[src/bias_add_fused_activation_unit_defines.svh]
// ---------------------------------------------------------------------------
// Assertion macros for the bias add / fused activation unit
// Both fire on the rising edge of clk and are masked while rst is high.
// ---------------------------------------------------------------------------
`ifndef BIAS_ADD_FUSED_ACTIVATION_UNIT_DEFINES_SVH
`define BIAS_ADD_FUSED_ACTIVATION_UNIT_DEFINES_SVH

// same-cycle implication
`define BAFA_ASSERT_IMP(label, ante, cons, msg) \
  label: assert property (@(posedge clk) disable iff (rst) (ante) |-> (cons)) \
    else $error(msg);

// next-cycle implication
`define BAFA_ASSERT_NXT(label, ante, cons, msg) \
  label: assert property (@(posedge clk) disable iff (rst) (ante) |=> (cons)) \
    else $error(msg);

`endif

[src/bafa_fifo.sv]
`timescale 1ns / 1ps
// ---------------------------------------------------------------------------
// bafa_fifo
// Small register FIFO with first-word fall-through read and a fill count.
// ---------------------------------------------------------------------------
module bafa_fifo #(
  parameter int WIDTH = 32,
  parameter int DEPTH = 4
) (
  input  logic                         clk,
  input  logic                         rst,
  input  logic                         push,
  input  logic [WIDTH-1:0]             wr_data,
  output logic                         full,
  input  logic                         pop,
  output logic [WIDTH-1:0]             rd_data,
  output logic                         empty,
  output logic [$clog2(DEPTH+1)-1:0]   count
);

  localparam int PTR_W = (DEPTH > 1) ? $clog2(DEPTH) : 1;
  localparam int CNT_W = $clog2(DEPTH + 1);

  logic [WIDTH-1:0] mem [DEPTH];
  logic [PTR_W-1:0] wr_ptr;
  logic [PTR_W-1:0] rd_ptr;
  logic             do_push;
  logic             do_pop;

  assign do_push = push && !full;
  assign do_pop  = pop && !empty;
  assign full    = (count == CNT_W'(DEPTH));
  assign empty   = (count == '0);
  assign rd_data = mem[rd_ptr];

  // storage
  always_ff @(posedge clk) begin
    if (do_push) begin
      mem[wr_ptr] <= wr_data;
    end
  end

  // pointers and fill count
  always_ff @(posedge clk) begin
    if (rst) begin
      wr_ptr <= '0;
      rd_ptr <= '0;
      count  <= '0;
    end else begin
      if (do_push) begin
        wr_ptr <= (wr_ptr == PTR_W'(DEPTH - 1)) ? '0 : wr_ptr + 1'b1;
      end
      if (do_pop) begin
        rd_ptr <= (rd_ptr == PTR_W'(DEPTH - 1)) ? '0 : rd_ptr + 1'b1;
      end
      if (do_push && !do_pop) begin
        count <= count + 1'b1;
      end else if (do_pop && !do_push) begin
        count <= count - 1'b1;
      end
    end
  end

endmodule

[config.mk]
export PLATFORM = sky130hd
export DESIGN_NAME = bafa_fifo
export DESIGN_NICKNAME = d
export VERILOG_FILES = /design/src/bias_add_fused_activation_unit_defines.svh /design/src/bafa_fifo.sv
export SDC_FILE = /design/constraint.sdc
export NUM_CORES = 1
export LEC_CHECK = 0
export BUFFER_PORTS_ARGS = -buffer_cell sky130_fd_sc_hd__buf_4
export CAP_MARGIN = 20
export CORE_AREA = 3 3 100 102
export CTS_CLUSTER_SIZE = 40
export DETAILED_ROUTE_END_ITERATION = 8
export DIE_AREA = 0 0 103 105
export HOLD_SLACK_MARGIN = 0.03
export PLACE_DENSITY = 0.8
export SETUP_SLACK_MARGIN = 0.3
export SLEW_MARGIN = 20
export SYNTH_ARGS = -nofsm -noshare
export SYNTH_HDL_FRONTEND = slang
export SYNTH_SLANG_ARGS = --single-unit
[constraint.sdc]
create_clock -name clk -period 3.13 [get_ports clk]
set_input_delay 0.626 -clock clk [delete_from_list [all_inputs] [get_ports clk]]
set_output_delay 0.626 -clock clk [all_outputs]
set_load 0.01 [all_outputs]
After elaboration in Yosys (flattened, before gate mapping) --
Memory sizes are Yosys's and may differ from the RTL's. A register that Yosys moved wholly into a read port is not among the register bits. Cells that the tools add are included.
Word-level totals: bits in writable memories 128, flip-flop bits (word level) 7, word-level logic and storage cells 29, output and inout port bits 37, input port bits 36, latch bits 0, memories kept 1, bits in read-only memories 0
Operators by class: reductions and logical operators 10, mux-type cells 8, shift-type cells 0, divide/modulo/power cells 0, equal/unequal tests 3, $add $sub $neg 4, order comparisons 0, bitwise operators 0, multiply operators 0
Memories:
- mem | depth 4, width 32, read ports 1, clocked after memory_dff 1, write ports 1, RTL line bafa_fifo.sv:24 | logic [WIDTH-1:0] mem [DEPTH];
Operators by type and width (count):
- $mux W2 | 4
- $mux W3 | 2
- $add A2 B1 Y2 const B | 2
- $eq A2 B2 Y1 const B | 2
- $logic_and A1 B1 Y1 | 4
- $logic_not A1 Y1 | 4
- $add A3 B1 Y3 const B | 1
- $eq A3 B3 Y1 const B | 1
- $logic_not A3 Y1 | 1
- $sub A3 B1 Y3 const B | 1
- $mux W1 | 2
- $reduce_bool A2 Y1 | 1

Depth between registers and ports, before layout --
depth in word-level cells 7, mapped depth 10, gate-level depth less buffers 9

Least setup slack after synthesis --
Ideal clock, no wire load.
kind flip-flop to flip-flop, from register count[0], to register count[2], cell stages (with the launch flop) 11, path buffers 1, required time 3.060 ns, setup time 0.070 ns, data arrival time 2.211 ns, slack 0.849 ns, clock period less this slack 2.281 ns, cells stage by stage dfxtp_1 -> or3b_1 -> buf_6 -> clkinv_4 -> nor2_2 -> ha_1 -> inv_1 -> fa_1 -> xor2_1 -> or3_2 -> a21oi_1
Between the ends: word-level cells in the longest chain between the ends 6, elaborated cells between the ends (all ways) 15, classes of those cells add/sub (2); eq/ne (1); mux (2); reduce/logical (10)
Ends and longest elaborated chain:
- start, declared | RTL line bafa_fifo.sv:18 | output logic [$clog2(DEPTH+1)-1:0] count
- start signal, assigned | RTL line bafa_fifo.sv:57 | count <= count + 1'b1;
- start signal, assigned | RTL line bafa_fifo.sv:59 | count <= count - 1'b1;
- $eq A3 B3 Y1 (*) | RTL line bafa_fifo.sv:32 | assign full = (count == CNT_W'(DEPTH));
- via full | RTL line bafa_fifo.sv:14 | output logic full,
- $logic_not A1 Y1 (*) | RTL line bafa_fifo.sv:30 | assign do_push = push && !full;
- $logic_and A1 B1 Y1 (*) | RTL line bafa_fifo.sv:30
- via do_push | RTL line bafa_fifo.sv:27 | logic do_push;
- $logic_not A1 Y1 | RTL line bafa_fifo.sv:58 | end else if (do_pop && !do_push) begin
- $logic_and A1 B1 Y1 | RTL line bafa_fifo.sv:58
- $reduce_bool A2 Y1 (no line)
The timed path passes the listed nets; every way through them passes the cells marked *. The select of a mux whose other input is x is not followed. A chain may end at the register's enable or synchronous reset.

==> results.py <==
metrics = {
    "run_status": {
        "status": "finished clean",
    },
    "placement": {
        "place_congestion": 0.679,
        "portBuffers": 72,
        "dp_hpwl_um": 5030,
        "placed_area_um2": 5750,
    },
    "cts": {
        "cts_buffer_depth": 2,
        "clk_pin_slew_worst_paths_ns": 0.06,
        "cts.sinks": 137,
        "cts_buffers": 17,
        "cts_root_buf": "clkbuf_8",
        "tritoncts": "built",
        "h-tree-depth": 4,
        "cts_setup_buffers": 0,
        "clkLatencyLatePin_ns": 0.51,
    },
    "critical_path": {
        "r2r-start": "count[0]",
        "crit_type": "reg -> out",
        "worst_ep_required_time_ns": 2.50,
        "timing.critical_path.to_type": "output pin",
        "r2r_slack_ns": 0.74,
        "reg2reg_depth": 9,
        "reg2reg_to": "count[2]",
        "critPathLaunchType": "flop",
        "crit_arrival_ns": 1.99,
        "crit_fanout": 21,
    },
    "floorplan": {
        "ios": 73,
        "die-area_um2": 10800,
        "core_area_um2": 9200,
        "initial_utilization_pct": 55.4,
        "die_h_um": 105,
        "rows": 35,
        "die_width_um": 103,
    },
    "sta": {
        "finalMaxSlewViolations": 0,
        "hold_viol": 0,
        "tns_ns": 0,
        "slew_headroom_pct": 42.4,
        "clock_skew_ns": 0.00683,
        "period_share_pct": 83.7,
        "setup_viol": 0,
        "period_minus_slack_ns": 2.62,
        "tightest_slew_ns": 0.864,
        "rsz0062_at_grt": "no",
        "fmax_ghz": 0.382,
    },
    "worst_hold_path": {
        "hp-class": "in -> reg",
        "hold_depth": 1,
        "hold_end": "mem[2][2]",
        "min-delay-start": "wr_data[2]",
    },
    "routing": {
        "first_pass_iters": 4,
        "ant_nets": 0,
        "wl_per_cell_um": 20.1,
        "avgViaCountPerCell": 5.64,
        "drtIter0Drc": 143,
        "wl_um": 8530,
        "remaining_drc_errors": 0,
        "dr_total_vias": 2396,
    },
    "global_route": {
        "grt_pass1_vias": 2596,
        "grt_antenna_before_repair": 0,
        "grt_util_all_layers_pct": 17.6,
        "grt_pass1_wl_um": 13800,
        "grt_max_degree": 33,
        "overflow": 0,
    },
    "synth": {
        "synth_cell_types": 27,
        "yosys.area_share.simple_pct": 1.84,
        "ys_warn_count": 0,
        "yosys.area_share.xor_xnor_pct": 0.344,
        "synthTopCellsByCount": "128 x edfxtp_1, 32 x mux4_2, 9 x dfxtp_1, 6 x ha_1",
        "yosysMostFrequentCell": "edfxtp_1",
        "synth_area_leaders": "edfxtp_1 75%, mux4_2 14%, dfxtp_1 3.5%",
        "synth_area_um2": 5100,
        "synth_ff_type": "edfxtp_1",
        "synth_compound_area_share_pct": 0.982,
        "synth_top_area_cell": "edfxtp_1",
        "synth_seq_cells": 137,
        "synthMuxAreaShare_pct": 14.5,
        "synth_cells": 217,
        "synth_fa_ha_area_share_pct": 1.87,
        "synth_edf_count": 128,
        "synthesis.nets": 260,
        "avgSynthCellArea_um2": 23.5,
        "synth_top_area_share_pct": 75.4,
        "synthArstFlopShare_pct": 0,
        "yosysSeqAreaShare_pct": 78.9,
        "synth_top_family_by_area": "multiplexers",
    },
    "final_layout": {
        "nets": 344,
        "layout-drive-gt1-share_pct": 47.1,
        "n_antenna_cell": 0,
        "area_growth_pct": 24.5,
        "fillers": 579,
        "fin_area_um2": 6350,
    },
    "power_and_ir_drop": {
        "p_leak_nw": 2.21,
        "powerDensity_nw_per_um2": 847,
        "peakVddDrop_v": 0.000462,
    },
    "job": {
        "max_cap_viol_count": 0,
    },
}
## where the power goes
group          switching (mW)  leakage [nW]  total, mW  internal [mW]
Sequential              0.101          1.25       2.33           2.23
Clock                   0.726         0.282       1.94           1.21
Combinational           0.507         0.682       1.11          0.604
## worst max-delay path by stage
stage	startpoint	endpoint	cells after the start	slack, ns
after floorplan	count[0]	count[2]	10	0.85
after global placement	count[0]	count[2]	9	0.82
after detailed placement	count[0]	count[2]	9	0.72
after CTS	flop	rd_data[21]	3	0.31
after global routing	flop	rd_data[21]	3	0.40
final	flop	rd_data[21]	3	0.51
## final cells by class
| type | count | area [um2] | share of cell area (%) |
|---|---|---|---|
| Sequential cell | 137 | 4030 | 63.5 |
| Multi-Input combinational cell | 66 | 997 | 15.7 |
| Tap cell | 111 | 139 | 2.19 |
| Timing Repair Buffer | 74 | 568 | 8.95 |
| Clock buffer | 17 | 414 | 6.53 |
| Clock inverter | 15 | 175 | 2.76 |
| Inverter | 5 | 23.8 | 0.375 |
## per-layer routing
metal,GRT usage (%),share of wire [%],vias up
li1,-,-,1078
met1,22.9,41,1222
met2,27.5,52,87
met3,5.81,6.2,9
met4,6.66,0.98,0
met5,0,0,-
## per-stage QoR
stage | setup WS, ns | total power, mW | hold slack, ns | utilization [%] | cells
2_1_floorplan | 0.849 | 3.01 | 0.463 | - | 217
3_3_place_gp | 0.820 | 3.47 | 0.479 | 62.6 | 393
3_5_place_dp | 0.721 | 3.50 | 0.487 | 62.6 | 393
4_1_cts | 0.307 | 5.44 | 0.288 | 69.0 | 425
5_1_grt | 0.396 | 5.62 | 0.289 | 69.0 | 425
6_report | 0.511 | 5.38 | 0.314 | 69.0 | 425
## what timing repair did
item / CTS / global route
setup endpoints to repair: 0 / 21
gates resized for setup: 0 / 1
hold endpoints to repair: 0 / 0
hold buffers: 0 / 0
## sequential cells by signal (all words and copies together) (netlist names), named ones only
signal  cells
mem       128
count       3
rd_ptr      2
wr_ptr      2
## worst max-delay path, cell delays in order, from the launching register on
cell and delay (ns):
dfxtp_4 0.51, buf_12 0.25, mux4_2 0.56, buf_4 0.17
## kinds of logic after synthesis
logic type,Yosys count
and+or+nand+nor,16
adders and majority gates,7
xor gates and xnor gates,2
DFF,137
buffers and inverters,14
muxes,34
AOI/OAI and AO/OA,7
## cells in the final DEF (no fill, tap or decap), types with 4 or more instances in the layout
master,n
and3_2,4
inv_1,4
clkinv_4,4
mux4_2,32
ha_1,6
edfxtp_1,128
clkbuf_16,16
dfxtp_1,7
buf_4,73
(Power assumes the default switching activity.)
